`config.mk`:
```
export PLATFORM = sky130hd
export DESIGN_NAME = cpu_subset_bus_sequencer
export DESIGN_NICKNAME = d
export VERILOG_FILES = /design/src/csbs_pkg.sv /design/src/cpu_subset_bus_sequencer.sv
export SDC_FILE = /design/constraint.sdc
export NUM_CORES = 1
export LEC_CHECK = 0
export ABC_AREA = 1
export BUFFER_PORTS_ARGS = -buffer_cell sky130_fd_sc_hd__buf_2
export CAP_MARGIN = 5
export CORE_MARGIN = 4
export CORE_UTILIZATION = 45
export DETAILED_ROUTE_END_ITERATION = 10
export MAX_ROUTING_LAYER = met4
export PLACE_DENSITY_LB_ADDON = 0.15
export RECOVER_POWER = 25
export SKIP_LAST_GASP = 1
export SYNTH_ARGS = -nofsm -noshare
export SYNTH_HDL_FRONTEND = slang
export SYNTH_SLANG_ARGS = --single-unit
```
`constraint.sdc`:
```
create_clock -name clock -period 3.71 [get_ports clock]
set_input_delay 0.5565 -clock clock [delete_from_list [all_inputs] [get_ports clock]]
set_output_delay 0.5565 -clock clock [all_outputs]
set_load 0.1 [all_outputs]
```
`src/csbs_pkg.sv`:
```
// Package for the CPU subset bus sequencer.
// Holds the decode phases, the opcodes, the flag positions and the reset constants.
// No dependencies.
package csbs_pkg;

   typedef enum logic [2:0] {
      PH_START = 3'd0,
      PH_FETCH = 3'd1,
      PH_OPER1 = 3'd2,
      PH_OPER2 = 3'd3,
      PH_LOADA = 3'd4,
      PH_WROTE = 3'd5,
      PH_POPLO = 3'd6,
      PH_POPHI = 3'd7
   } phase_type;

   localparam logic [7:0] OP_NOP  = 8'h00;
   localparam logic [7:0] OP_JP   = 8'hC3;
   localparam logic [7:0] OP_LDH_A = 8'hF0;
   localparam logic [7:0] OP_LDH_M = 8'hE0;
   localparam logic [7:0] OP_CP   = 8'hFE;
   localparam logic [7:0] OP_RETZ = 8'hC8;

   localparam int FL_Z = 3;
   localparam int FL_N = 2;
   localparam int FL_H = 1;
   localparam int FL_C = 0;

   localparam logic [15:0] START_ADDRESS_RESET = 16'h0100;
   localparam logic [15:0] STACK_START_RESET   = 16'hFFFE;
   localparam logic [7:0]  ACC_RESET           = 8'h01;
   localparam logic [3:0]  FLAG_RESET          = 4'hB;
   localparam logic [7:0]  HIGH_PAGE           = 8'hFF;

   localparam logic [7:0] CSR_START_ADDRESS = 8'd0;
   localparam logic [7:0] CSR_STACK_START   = 8'd1;

   localparam int RSP_DATA_W = 40;

   // One bus access as it leaves the block.
   typedef struct packed {
      logic [15:0] bus_address;
      logic        bus_write;
      logic [7:0]  bus_write_data;
      logic        halted;
      logic [7:0]  acc_value;
      logic [3:0]  flag_bits;
   } access_type;

endpackage

```
`src/cpu_subset_bus_sequencer.sv`:
```
// CPU subset bus sequencer: decode, execute and next-access logic with an output skid pair.
// Depends on csbs_pkg.
//
// Usage: every item on the req_ channel completes the bus access that the
// previous rsp_ item described and carries its read byte in req_tdata. Each
// accepted item yields exactly one rsp_ item naming the next access (address,
// direction, write byte) together with the halt status, accumulator and flags.
// The first item after reset only triggers the first opcode fetch.
// The result is registered at the edge that accepts the item. Throughput is one
// item per cycle while req_tready is high; the decode step from the phase
// register and the read byte to the next state is the only logic per item.
// A two-entry output (result register plus skid register) lets an item be
// accepted while a result still waits; req_tready falls whenever the skid
// register holds a result.
// Reset (synchronous) loads the program counter and stack pointer from the
// start registers' reset values, clears the phase and halt, and empties the
// output. The csr_ channel is always ready; writing the start address or the
// stack start also loads the program counter or stack pointer.
// After an unknown opcode every result reads as no access with halted set.
module cpu_subset_bus_sequencer
   import csbs_pkg::*;
(
   input  logic        clock,
   input  logic        reset,
   input  logic        req_tvalid,
   output logic        req_tready,
   input  logic [7:0]  req_tdata,   // [7:0] read_data
   output logic        rsp_tvalid,
   input  logic        rsp_tready,
   // [15:0] bus_address, [23:16] bus_write_data, [24] halted,
   // [32:25] acc_value, [36:33] flag_bits, [39:37] zero
   output logic [RSP_DATA_W-1:0] rsp_tdata,
   output logic        rsp_tuser,   // [0] bus_write
   input  logic        csr_valid,
   output logic        csr_ready,
   input  logic [7:0]  csr_index,
   input  logic [15:0] csr_data
);

   logic [15:0] start_ff, start_in;
   logic [15:0] stack_start_ff, stack_start_in;
   logic [15:0] pc_ff, pc_in;
   logic [15:0] sp_ff, sp_in;
   logic [7:0]  acc_ff, acc_in;
   logic [3:0]  flag_ff, flag_in;
   phase_type   phase_ff, phase_in;
   logic [7:0]  opcode_ff, opcode_in;
   logic [7:0]  low_ff, low_in;
   logic        stop_ff, stop_in;

   access_type  out_ff, skid_ff, result;
   logic        out_valid_ff, skid_valid_ff;

   logic        req_fire, rsp_fire, csr_fire;
   logic [15:0] emit_addr;
   logic        emit_wr;
   logic [7:0]  d;

   assign req_tready = !skid_valid_ff;
   assign req_fire   = req_tvalid && req_tready;
   assign rsp_fire   = rsp_tvalid && rsp_tready;
   assign csr_ready  = 1'b1;
   assign csr_fire   = csr_valid && csr_ready;
   assign d          = req_tdata;

   // Next state and next access for one accepted item.
   always_comb begin
      start_in       = start_ff;
      stack_start_in = stack_start_ff;
      pc_in          = pc_ff;
      sp_in          = sp_ff;
      acc_in         = acc_ff;
      flag_in        = flag_ff;
      phase_in       = phase_ff;
      opcode_in      = opcode_ff;
      low_in         = low_ff;
      stop_in        = stop_ff;
      emit_addr      = 16'h0000;
      emit_wr        = 1'b0;

      if (req_fire && !stop_ff) begin
         unique case (phase_ff)
            PH_START: begin
               phase_in  = PH_FETCH;
               emit_addr = pc_ff;
            end
            PH_FETCH: begin
               opcode_in = d;
               pc_in     = pc_ff + 16'd1;
               if (d == OP_NOP) begin
                  phase_in  = PH_FETCH;
                  emit_addr = pc_in;
               end else if (d == OP_JP || d == OP_LDH_A || d == OP_CP || d == OP_LDH_M) begin
                  phase_in  = PH_OPER1;
                  emit_addr = pc_in;
               end else if (d == OP_RETZ) begin
                  if (flag_ff[FL_Z]) begin
                     phase_in  = PH_POPLO;
                     emit_addr = sp_ff;
                  end else begin
                     phase_in  = PH_FETCH;
                     emit_addr = pc_in;
                  end
               end else begin
                  stop_in = 1'b1;
               end
            end
            PH_OPER1: begin
               pc_in = pc_ff + 16'd1;
               if (opcode_ff == OP_JP) begin
                  low_in    = d;
                  phase_in  = PH_OPER2;
                  emit_addr = pc_in;
               end else if (opcode_ff == OP_LDH_A) begin
                  phase_in  = PH_LOADA;
                  emit_addr = {HIGH_PAGE, d};
               end else if (opcode_ff == OP_LDH_M) begin
                  phase_in  = PH_WROTE;
                  emit_addr = {HIGH_PAGE, d};
                  emit_wr   = 1'b1;
               end else begin
                  flag_in        = 4'h0;
                  flag_in[FL_N]  = 1'b1;
                  flag_in[FL_Z]  = (acc_ff == d);
                  flag_in[FL_H]  = (acc_ff[3:0] < d[3:0]);
                  flag_in[FL_C]  = (acc_ff < d);
                  phase_in       = PH_FETCH;
                  emit_addr      = pc_in;
               end
            end
            PH_OPER2: begin
               pc_in     = {d, low_ff};
               phase_in  = PH_FETCH;
               emit_addr = pc_in;
            end
            PH_LOADA: begin
               acc_in    = d;
               phase_in  = PH_FETCH;
               emit_addr = pc_ff;
            end
            PH_WROTE: begin
               phase_in  = PH_FETCH;
               emit_addr = pc_ff;
            end
            PH_POPLO: begin
               low_in    = d;
               sp_in     = sp_ff + 16'd1;
               phase_in  = PH_POPHI;
               emit_addr = sp_in;
            end
            PH_POPHI: begin
               sp_in     = sp_ff + 16'd1;
               pc_in     = {d, low_ff};
               phase_in  = PH_FETCH;
               emit_addr = pc_in;
            end
            default: begin
               phase_in = PH_START;
            end
         endcase
      end

      // The user must write configuration only while no item is in flight; the block does not enforce it.
      if (csr_fire) begin
         if (csr_index == CSR_START_ADDRESS) begin
            start_in = csr_data;
            pc_in    = csr_data;
         end else if (csr_index == CSR_STACK_START) begin
            stack_start_in = csr_data;
            sp_in          = csr_data;
         end
      end

      result.bus_address    = stop_in ? 16'h0000 : emit_addr;
      result.bus_write      = stop_in ? 1'b0 : emit_wr;
      result.bus_write_data = (emit_wr && !stop_in) ? acc_ff : 8'h00;
      result.halted         = stop_in;
      result.acc_value      = acc_in;
      result.flag_bits      = flag_in;
   end

   always_ff @(posedge clock) begin
      if (reset) begin
         start_ff       <= START_ADDRESS_RESET;
         stack_start_ff <= STACK_START_RESET;
         pc_ff          <= START_ADDRESS_RESET;
         sp_ff          <= STACK_START_RESET;
         acc_ff         <= ACC_RESET;
         flag_ff        <= FLAG_RESET;
         phase_ff       <= PH_START;
         opcode_ff      <= 8'h00;
         low_ff         <= 8'h00;
         stop_ff        <= 1'b0;
      end else begin
         start_ff       <= start_in;
         stack_start_ff <= stack_start_in;
         pc_ff          <= pc_in;
         sp_ff          <= sp_in;
         acc_ff         <= acc_in;
         flag_ff        <= flag_in;
         phase_ff       <= phase_in;
         opcode_ff      <= opcode_in;
         low_ff         <= low_in;
         stop_ff        <= stop_in;
      end
   end

   // Output register with a skid register behind it.
   always_ff @(posedge clock) begin
      if (reset) begin
         out_valid_ff  <= 1'b0;
         skid_valid_ff <= 1'b0;
      end else begin
         if (!out_valid_ff || rsp_fire) begin
            if (skid_valid_ff) begin
               out_ff        <= skid_ff;
               out_valid_ff  <= 1'b1;
               skid_valid_ff <= 1'b0;
            end else begin
               out_ff       <= result;
               out_valid_ff <= req_fire;
            end
         end else if (req_fire) begin
            skid_ff       <= result;
            skid_valid_ff <= 1'b1;
         end
      end
   end

   assign rsp_tvalid = out_valid_ff;
   assign rsp_tuser  = out_ff.bus_write;
   assign rsp_tdata  = {3'b000, out_ff.flag_bits, out_ff.acc_value, out_ff.halted,
                        out_ff.bus_write_data, out_ff.bus_address};

   // A halted result never describes an access.
   a_halt_no_access: assert property (@(posedge clock) disable iff (reset)
      (rsp_tvalid && out_ff.halted) |-> (out_ff.bus_address == 16'h0000 && !rsp_tuser))
      else $error("halted result carries a bus access");

   // The skid register is only occupied behind a full output register.
   a_skid_behind_out: assert property (@(posedge clock) disable iff (reset)
      skid_valid_ff |-> out_valid_ff)
      else $error("skid register holds an item while the output is empty");

   // Halt is sticky until reset.
   a_halt_sticky: assert property (@(posedge clock) disable iff (reset)
      stop_ff |=> stop_ff)
      else $error("halt cleared without reset");

   // A write access always follows the operand of a high-page store.
   a_write_phase: assert property (@(posedge clock) disable iff (reset)
      (req_fire && emit_wr && !stop_in) |=> (phase_ff == PH_WROTE))
      else $error("write issued outside the store sequence");

endmodule
```
==> key figures, run 1 <==
Power and ir drop
  • Comb power frac: 17.0%
  • PwrDens: 475.7 nW/um2
  • Clock Power Share: 41.0%
  • Sequential Power Share: 42.0%
  • Switching power: 1.350 mW
  • LEAKAGE: 3.912 nW
  • Int Power: 2.864 mW
  • Sw Share: 32.04%
  • Maximum VDD drop: 327.8 uV

Clock network
  • CTS resizes: 0
  • H-tree levels: 4
  • Clk buf depth: 2
  • Clock transition at path regs: 70 ps
  • CTS tree: done
  • CTS buffer count: 17
  • CTS root buf: clkbuf_16
  • Setup bufs post-CTS: 0
  • Clk Latency, worst-skew pair: 430 ps
  • Clk sink count: 142
  • CTS hold repair buffers: 0

Synthesis
  • Compound-Gate Fraction of Synth Area: 15.55%
  • Largest family of logic cells by synthesized area: simple AND/OR/NAND/NOR gates
  • Top-count cell post-synth: nand2_1
  • Post-synthesis adder-cell area fraction: 1.603%
  • EDFF count, synth: 76
  • Flops & latches, synth: 142
  • Post-synthesis cell count: 1054
  • Area contributors post-synth: edfxtp_1 29%, dfxtp_1 17%, nand2_1 14%
  • Post-synthesis mux area share: 0%
  • Top cells by count, synth: 287 x nand2_1, 113 x inv_1, 106 x nor2_1
  • Sequential-to-total area share from yosys stat: 46.17%
  • Ys async rst share: 0%
  • Main synth FF type: edfxtp_1
  • Synth warnings: 0
  • Synth top area share: 29.24%
  • Synthesized area: 7805 um2
  • Syn avg cell area: 7.405 um2
  • Largest area contributor in the netlist: edfxtp_1
  • Post-Synth XOR/XNOR Area: 1.010%
  • Synth unique cells: 45
  • Simple-Gate Fraction of Synth Area: 26.85%

Final layout
  • Final Non-Filler Cells: 1351
  • Nets: 1165
  • Area delta synth->final: 13.51%
  • Antenna diode count: 0
  • Post-route core utilization: 52.68%
  • Share of cells above drive strength 1: 9.284%

GRT
  • Total GRT Usage: 26.09%
  • First-pass GRT wire length: 38560 um
  • Initial antenna violation count: 0
  • Grt ovf: 0
  • Pin count of the biggest net entering global routing: 54
  • Vias in the first global route: 6651

STA
  • Setup-failing EPs final: 0
  • Fin. max-slew vios: 90
  • Clk_skew: 10.07 ps
  • Slew margin rel.: -35.47%
  • RSZ-0062 raised after global routing: false
  • Fmax: 402.8 MHz
  • Minimum clock period: 2483 ps
  • Period utilization: 66.93%
  • Setup TNS: 0 ps
  • Slew @ Worst Pin: 2032 ps
  • Final-report hold violation count: 0

Floorplanning
  • CORE AREA: 16820 um2
  • Chip Width: 139.7 um
  • Initial core utilization: 46.41%
  • Die height: 139.7 um
  • Full die area: 19520 um2
  • # rows: 47
  • IO Count: 81

Drt
  • Drt wl/cell: 18.37 um
  • Total number of vias: 7199
  • 1st-pass router iterations: 7
  • Drt via density: 5.329
  • Post-detailed-route count of antenna-violating nets: 0
  • Total wire length: 24820 um
  • DR DRC count: 0
  • First DRT Iteration DRCs: 777

Setup path
  • CP max FO: 50
  • RR Startpoint: skid_valid_ff
  • Crit path from: skid_valid_ff
  • Crit end category: flop
  • Arrival time of the worst setup path: 2570 ps
  • WP data required: 3800 ps
  • WS Path Type: flop to flop
  • Worst setup SP type: flop

Placement
  • Gpl congestion: 0.9670
  • Post-DP HPWL: 18520 um
  • PortBufs: 76
  • Placed insts: 1319

Hold path
  • Hold Crit Class: primary input to flop
  • Hold Startpoint: csr_data[6]

Run
  • Max-Cap Viols: 2

Run status
  • Violated checks: max-capacitance violations, max-slew violations
  • Status: finished, violations left
[stage by stage]
step                      total power [mW]  hold slack (ps)  setup slack, ps  area (um2)
final                                4.214            376.8             1227        8860
after global routing                 4.365            392.8            905.7        8860
after CTS                            4.229            366.3             1214        8922
after detailed placement             2.516            455.8            883.2        8334
after global placement               2.512            452.5            940.8        8334
after floorplan                      2.341            430.0            424.5        7812
[state kept, by name (all words and copies together) (netlist names)]
signal         flops
rsp_tuser          1
opcode_ff          8
acc_ff             8
low_ff             8
stop_ff            1
skid_ff           38
rsp_tdata         37
pc_ff             16
skid_valid_ff      1
phase_ff           3
sp_ff             16
rsp_tvalid         1
flag_ff            4
[cell usage in the layout (no fill, tap or decap), drive strengths merged, types with 11 or more instances in the layout]
cell / n
a21oi: 79
nand3: 69
o211ai: 13
nand4: 11
inv: 127
buf: 46
nand2: 289
clkbuf: 56
nor2: 113
edfxtp: 76
o21ai: 122
dfxtp: 66
[worst max-delay path, stage by stage (launching register included)]
cell,delay [ps]
dfxtp_1,340
clkbuf_1,1470
o21ai_0,330
[routing by layer]
layer | GRT usage (%) | up-vias | part of all wire [%]
met1 | 38.33 | 3300 | 48
met4 | 4.997 | 0 | 1.2
li1 | - | 3599 | -
met5 | - | - | 0
met3 | 6.449 | 24 | 8.0
met2 | 36.79 | 276 | 43
[power by group through the flow]
| stage | Clock (mW) | Combinational [mW] | Sequential (mW) |
|---|---|---|---|
| finish | 1.73 | 0.718 | 1.77 |
| global route | 1.82 | 0.770 | 1.77 |
| CTS | 1.74 | 0.719 | 1.77 |
| detailed placement | 0 | 0.716 | 1.80 |
| global placement | 0 | 0.714 | 1.80 |
| floorplan | 0 | 0.313 | 2.03 |
[area by class of cell]
cell class / count / area [um2]
flip-flops and latches: 142 / 3603
multi-input cells: 749 / 3531
fillers: 1721 / 7959
clock inverters: 14 / 158.9
well taps: 220 / 275.3
repair buffers: 84 / 390.4
clock buffers: 18 / 429.2
inverters: 124 / 471.7
[cells by family after synthesis]
group,Yosys count
fa+ha+maj,10
xor+xnor,9
other cells,2
buf+inv,165
compound gates,228
flops,142
simple gates,498
[final timing paths]
| path | to | slack, ps | depth (start not counted) |
|---|---|---|---|
| worst max-delay path | rsp_tdata[31] | 1230 | 2 |
| worst min register to register | low_ff[6] | 470 | 2 |
| worst max register to register | rsp_tdata[31] | 1230 | 2 |
| worst min-delay path | sp_ff[6] | 380 | 3 |
Power figures use the tool's default switching activity.
==> run 2, diff against run 1 <==
==> constraint.sdc (replaced) <==
create_clock -name clock -period 2.49 [get_ports clock]
set_input_delay 0.3735 -clock clock [delete_from_list [all_inputs] [get_ports clock]]
set_output_delay 0.3735 -clock clock [all_outputs]
set_load 0.1 [all_outputs]
==> run 2 against run 1 <==
  * Clock skew fell by 1.6 ps
  * Critical endpoint is now rsp_tdata[3]
  * The flow now finishes without violations
  * Sequential share of layout area fell by 0.85 points
  * Largest power group is now the clock network
  * Non-clock buffer count rose by 13
  * Utilization rose by 1.1 points
==> key figures, run 2 (synthesis gave the netlist of run 1 again) <==
Run status
  • Status: finished clean

STA
  • Setup TNS: 0 ps (unchanged)
  • Period utilization: 90.94% (+24 points)
  • Fmax: 441.6 MHz (+9.7%)
  • Slew margin rel.: 22.60% (+58 points)
  • Minimum clock period: 2264 ps (-218.6 ps)
  • Final-report hold violation count: 0 (unchanged)
  • Slew @ Worst Pin: 1166 ps (-866.0 ps)
  • Setup-failing EPs final: 0 (unchanged)
  • Clk_skew: 8.462 ps (-1.612 ps)
  • Fin. max-slew vios: 0 (-100%)
  • RSZ-0062 raised after global routing: false

Floorplanning
  • Die height: 139.7 um (unchanged)
  • Chip Width: 139.7 um (unchanged)
  • Initial core utilization: 46.41% (unchanged)
  • # rows: 47 (unchanged)
  • Full die area: 19520 um2 (unchanged)
  • CORE AREA: 16820 um2 (unchanged)
  • IO Count: 81 (unchanged)

Power and ir drop
  • PwrDens: 714.3 nW/um2 (+50%)
  • Comb power frac: 17.1% (about the same)
  • Clock Power Share: 42.2% (+1.2 points)
  • Maximum VDD drop: 514.2 uV (+57%)
  • LEAKAGE: 4.102 nW (+4.9%)
  • Sw Share: 31.74% (-0.29 points)
  • Int Power: 4.412 mW (+54%)
  • Sequential Power Share: 40.7% (-1.3 points)
  • Switching power: 2.052 mW (+52%)

Setup path
  • WP data required: 2760 ps (-1040 ps)
  • FF-to-FF setup slack: 230 ps (-1000 ps)
  • R2R depth: 10 (+8)
  • Crit-path max cell delay: 390 ps (-1080 ps)
  • CP Buf/Inv Count: 3 (+2)
  • CP endpoint: rsp_tdata[3]
  • Crit path from: phase_ff[1]
  • Critical-path cell list: inv_2 -> nor2_1 -> inv_2 -> nor2_2 -> inv_1 -> nor2_1 -> nor2_1 -> nand2_1 -> nand3_1 -> o21ai_1
  • Arrival time of the worst setup path: 2530 ps (-40 ps)
  • Reg2Reg Capture Point: rsp_tdata[3]
  • Crit end category: flop
  • Critical path's top delay family: simple AND/OR/NAND/NOR gates
  • RR Startpoint: phase_ff[1]
  • Crit path depth: 10 (+8)
  • Worst setup SP type: flop
  • Worst path slowest cell: dfxtp_1
  • Most used cell, CP: nor2_1
  • WS Path Type: flop to flop
  • CP max FO: 8 (-84%)

GRT
  • Pin count of the biggest net entering global routing: 54 (unchanged)
  • Vias in the first global route: 6546 (-1.6%)
  • Grt ovf: 0 (unchanged)
  • Initial antenna violation count: 0 (unchanged)
  • First-pass GRT wire length: 37980 um (-1.5%)
  • Total GRT Usage: 25.78% (-0.31 points)

Drt
  • DR DRC count: 0 (unchanged)
  • Drt wl/cell: 18.15 um (-1.2%)
  • First DRT Iteration DRCs: 768 (-1.2%)
  • Drt via density: 5.449 (+2.3%)
  • Post-detailed-route count of antenna-violating nets: 0 (unchanged)
  • Total wire length: 24760 um (-0.25%)
  • 1st-pass router iterations: 7 (unchanged)
  • Total number of vias: 7433 (+3.3%)

Final layout
  • Most frequent cells in the layout: 287 x nand2_1, 113 x inv_1, 104 x nor2_1, 99 x o21ai_0, 77 x a21oi_1
  • Commonest non-fill, non-tap cell in the layout: nand2_1
  • Most flops, register: skid_ff
  • Nets: 1178 (+1.1%)
  • Post-Layout Inst Area: 9049 um2 (+2.1%)
  • Antenna diode count: 0 (unchanged)
  • Largest register FFs: 38 (unchanged)
  • Share of cells above drive strength 1: 13.81% (+4.5 points)
  • Area delta synth->final: 15.93%

Clock network
  • Clk Latency, worst-skew pair: 430 ps (about the same)
  • CTS buffer count: 17 (unchanged)
  • Setup bufs post-CTS: 0 (unchanged)
  • Clk buf depth: 2 (unchanged)
  • CTS root buf: clkbuf_16
  • CTS tree: done
  • Clock transition at path regs: 60 ps (about the same)
  • H-tree levels: 4 (unchanged)
  • Clk sink count: 142 (unchanged)
  • CTS resizes: 0 (unchanged)
  • CTS hold repair buffers: 0 (unchanged)

Hold path
  • Hold Startpoint: csr_data[12]
  • Hold Crit Class: primary input to flop

Placement
  • DP Area: 8444 um2 (+1.3%)
  • PortBufs: 76 (unchanged)
  • Post-DP HPWL: 18430 um (-0.46%)
  • Gpl congestion: 0.9791 (+1.3%)

Run
  • Max-Cap Viols: 0 (-2)
[run 2: worst min-delay path by stage]
| stage | end | slack (ps) | depth (start not counted) |
|---|---|---|---|
| global route | sp_ff[8] | 180 | 3 |
| floorplan | low_ff[5] | 430 | 2 |
| CTS | sp_ff[12] | 160 | 3 |
| global placement | low_ff[6] | 460 | 2 |
| detailed placement | low_ff[5] | 460 | 2 |
| finish | sp_ff[12] | 170 | 3 |
[run 2: stage by stage]
stage                     worst slack (ps)  util, %  std cells  hold WS (ps)  power, mW
after floorplan                      194.5        -       1056         430.0      3.489
after global placement               285.5    50.21       1332         455.6      3.760
after detailed placement             289.3    50.21       1332         461.8      3.765
after CTS                            328.1    53.93       1364         157.7      6.470
after global routing                 158.9    53.80       1364         182.5      6.658
final                                225.7    53.80       1364         167.3      6.464
[run 2: area by class of cell]
class	instances	area, um2
fillers	1685	7770
inverters	124	471.7
clock buffers	17	425.4
repair buffers	97	529.3
flip-flops and latches	142	3603
well taps	220	275.3
clock inverters	15	200.2
multi-input cells	749	3543
[run 2: routing by layer]
layer / global-route usage, % / vias to the layer above / part of all wire [%]
li1: - / 3633 / -
met1: 38.78 / 3417 / 47
met2: 35.48 / 354 / 42
met3: 5.317 / 29 / 9.8
met4: 6.221 / 0 / 1.4
met5: - / - / 0
[run 2: worst min-delay path: cells and delay by family]
| family | cells | cell delay (ps) |
|---|---|---|
| buffers and inverters | 1 | 90 |
| AND/OR/NAND/NOR | 1 | 50 |
| AO/OA/AOI/OAI | 1 | 60 |
[run 2: power by group through the flow]
stage	logic (mW)	registers (mW)	clock network [mW]
after floorplan	0.468	3.02	0
after global placement	1.08	2.68	0
after detailed placement	1.08	2.68	0
after CTS	1.09	2.63	2.75
after global routing	1.18	2.64	2.84
final	1.10	2.63	2.73
==> run 3, diff against run 2 <==
--- a/config.mk
+++ b/config.mk
@@ -12,7 +12,7 @@
 export CORE_UTILIZATION = 45
 export DETAILED_ROUTE_END_ITERATION = 10
 export MAX_ROUTING_LAYER = met4
-export PLACE_DENSITY_LB_ADDON = 0.15
+export PLACE_DENSITY = 0.69
 export RECOVER_POWER = 25
 export SKIP_LAST_GASP = 1
 export SYNTH_ARGS = -nofsm -noshare
==> run 3 against run 2 <==
  * Via count increased by 0.90%
  * Cell count is 0.29% higher
  * Clock-buffer cell count increased by 1
  * Non-clock buffer count rose by 4
  * Sequential share of layout area rose by 0.15 points
  * Critical path type unchanged
  * Critical endpoint is now rsp_tdata[17]
  * Highest routed layer unchanged
==> key figures, run 3 (synthesis gave the netlist of run 1 again) <==
Drt
  • DR DRC count: 0 (unchanged)
  • First DRT Iteration DRCs: 1083 (+41%)
  • 1st-pass router iterations: 6 (-1)
  • Drt via density: 5.482 (+0.61%)
  • Post-detailed-route count of antenna-violating nets: 0 (unchanged)
  • Total number of vias: 7500 (+0.90%)
  • Drt wl/cell: 17.51 um (-3.6%)
  • Total wire length: 23950 um (-3.3%)

Final layout
  • Largest register FFs: 38 (unchanged)
  • Most flops, register: skid_ff
  • Area delta synth->final: 15.50%
  • Nets: 1182 (+0.34%)
  • Post-Layout Inst Area: 9015 um2 (-0.37%)
  • Final Non-Filler Cells: 1368 (+0.29%)
  • Antenna diode count: 0 (unchanged)
  • Commonest non-fill, non-tap cell in the layout: nand2_1
  • Most frequent cells in the layout: 288 x nand2_1, 113 x inv_1, 105 x nor2_1, 99 x o21ai_0, 77 x a21oi_1
  • Post-route core utilization: 53.60% (-0.20 points)
  • Share of cells above drive strength 1: 12.46% (-1.4 points)

Power and ir drop
  • LEAKAGE: 4.038 nW (-1.6%)
  • Sequential Power Share: 42.2% (+1.5 points)
  • Int Power: 4.209 mW (-4.6%)
  • Switching power: 2.031 mW (-1.0%)
  • Comb power frac: 17.6% (+0.5 points)
  • PwrDens: 692.1 nW/um2 (-3.1%)
  • Sw Share: 32.55% (+0.80 points)
  • Clock Power Share: 40.3% (-1.9 points)
  • Power Total: 6.239 mW (-3.5%)
  • Maximum VDD drop: 499.2 uV (-2.9%)

STA
  • RSZ-0062 raised after global routing: false
  • Clk_skew: 13.73 ps (+5.269 ps)
  • Period utilization: 88.15% (-2.8 points)
  • Worst Setup Slack, final: 295.0 ps (+69.30 ps)
  • Setup-failing EPs final: 0 (unchanged)
  • Fmax: 455.6 MHz (+3.2%)
  • Final-report hold violation count: 0 (unchanged)
  • Minimum clock period: 2195 ps (-69.30 ps)
  • Setup TNS: 0 ps (unchanged)
  • Slew margin rel.: 22.46% (-0.14 points)
  • Slew @ Worst Pin: 1168 ps (+2.097 ps)
  • Fin. max-slew vios: 0 (unchanged)
  • Hold_ws: 172.6 ps (+5.294 ps)

Clock network
  • Clk sink count: 142 (unchanged)
  • Setup bufs post-CTS: 0 (unchanged)
  • CTS hold repair buffers: 0 (unchanged)
  • Clock transition at path regs: 60 ps (about the same)
  • CTS tree: done
  • Clk buf depth: 2 (unchanged)
  • CTS buffer count: 17 (unchanged)
  • CTS resizes: 0 (unchanged)
  • H-tree levels: 4 (unchanged)
  • CTS root buf: clkbuf_16
  • Clk Latency, worst-skew pair: 430 ps (about the same)

Floorplanning
  • Chip Width: 139.7 um (unchanged)
  • # rows: 47 (unchanged)
  • Full die area: 19520 um2 (unchanged)
  • CORE AREA: 16820 um2 (unchanged)
  • Initial core utilization: 46.41% (unchanged)
  • IO Count: 81 (unchanged)
  • Die height: 139.7 um (unchanged)

GRT
  • Initial antenna violation count: 0 (unchanged)
  • Total GRT Usage: 24.62% (-1.2 points)
  • First-pass GRT wire length: 36480 um (-3.9%)
  • Pin count of the biggest net entering global routing: 51 (-5.6%)
  • Grt ovf: 0 (unchanged)
  • Vias in the first global route: 6432 (-1.7%)

Setup path
  • Arrival time of the worst setup path: 2440 ps (-90 ps)
  • Worst setup SP type: flop
  • WP data required: 2740 ps (-20 ps)
  • Crit end category: flop
  • WS Path Type: flop to flop
  • CP max FO: 17 (+9)

Placement
  • Pre-CTS WS: 262.6 ps (-26.77 ps)
  • DP Area: 8474 um2 (+0.36%)
  • Placed insts: 1336 (+0.30%)
  • PortBufs: 76 (unchanged)
  • Gpl congestion: 1.003 (+2.4%)
  • Post-DP HPWL: 17670 um (-4.1%)

Run
  • Max-Cap Viols: 0 (unchanged)

Hold path
  • Hold Crit Class: primary input to flop

Run status
  • Status: finished clean
==> run 3: metal layers <==
layer  track usage [%]  vias to the layer above  part of all wire [%]
li1                  -                     3636                     -
met5                 -                        -                     0
met4             6.782                        0                   1.9
met1             35.45                     3418                    45
met2             33.93                      412                    43
met3             6.930                       34                    10
==> run 3: area by class of cell <==
class	instances	area, um2
sequential	142	3603
clock inverter	14	151.4
inverter	124	471.7
timing repair buffer	101	550.5
clock buffer	18	429.2
multi-input combinational	749	3533
tap	220	275.3
fill	1634	7804
==> run 3: power by group through the flow <==
| stage | combinational (mW) | sequential (mW) | clock, mW |
|---|---|---|---|
| after CTS | 1.09 | 2.63 | 2.53 |
| after floorplan | 0.468 | 3.02 | 0 |
| after detailed placement | 1.08 | 2.68 | 0 |
| after global placement | 1.08 | 2.68 | 0 |
| final | 1.10 | 2.63 | 2.51 |
| after global routing | 1.17 | 2.64 | 2.64 |
==> run 3: worst paths after layout <==
kind,slack (ps),depth (start not counted),end,from
setup / recovery,290,8,rsp_tdata[17],opcode_ff[6]
hold / removal,170,3,sp_ff[12],csr_data[12]
setup reg to reg,290,8,rsp_tdata[17],opcode_ff[6]
hold reg to reg,490,2,low_ff[6],low_ff[6]
==> run 3: worst max-delay path, stage by stage, from the launching register on <==
cell     delay (ps)
dfxtp_1         320
nand2_1          90
inv_1            60
nand2_1          50
nor2_2          350
inv_2           270
nor2_1          220
nand3_1         340
o21ai_0         310
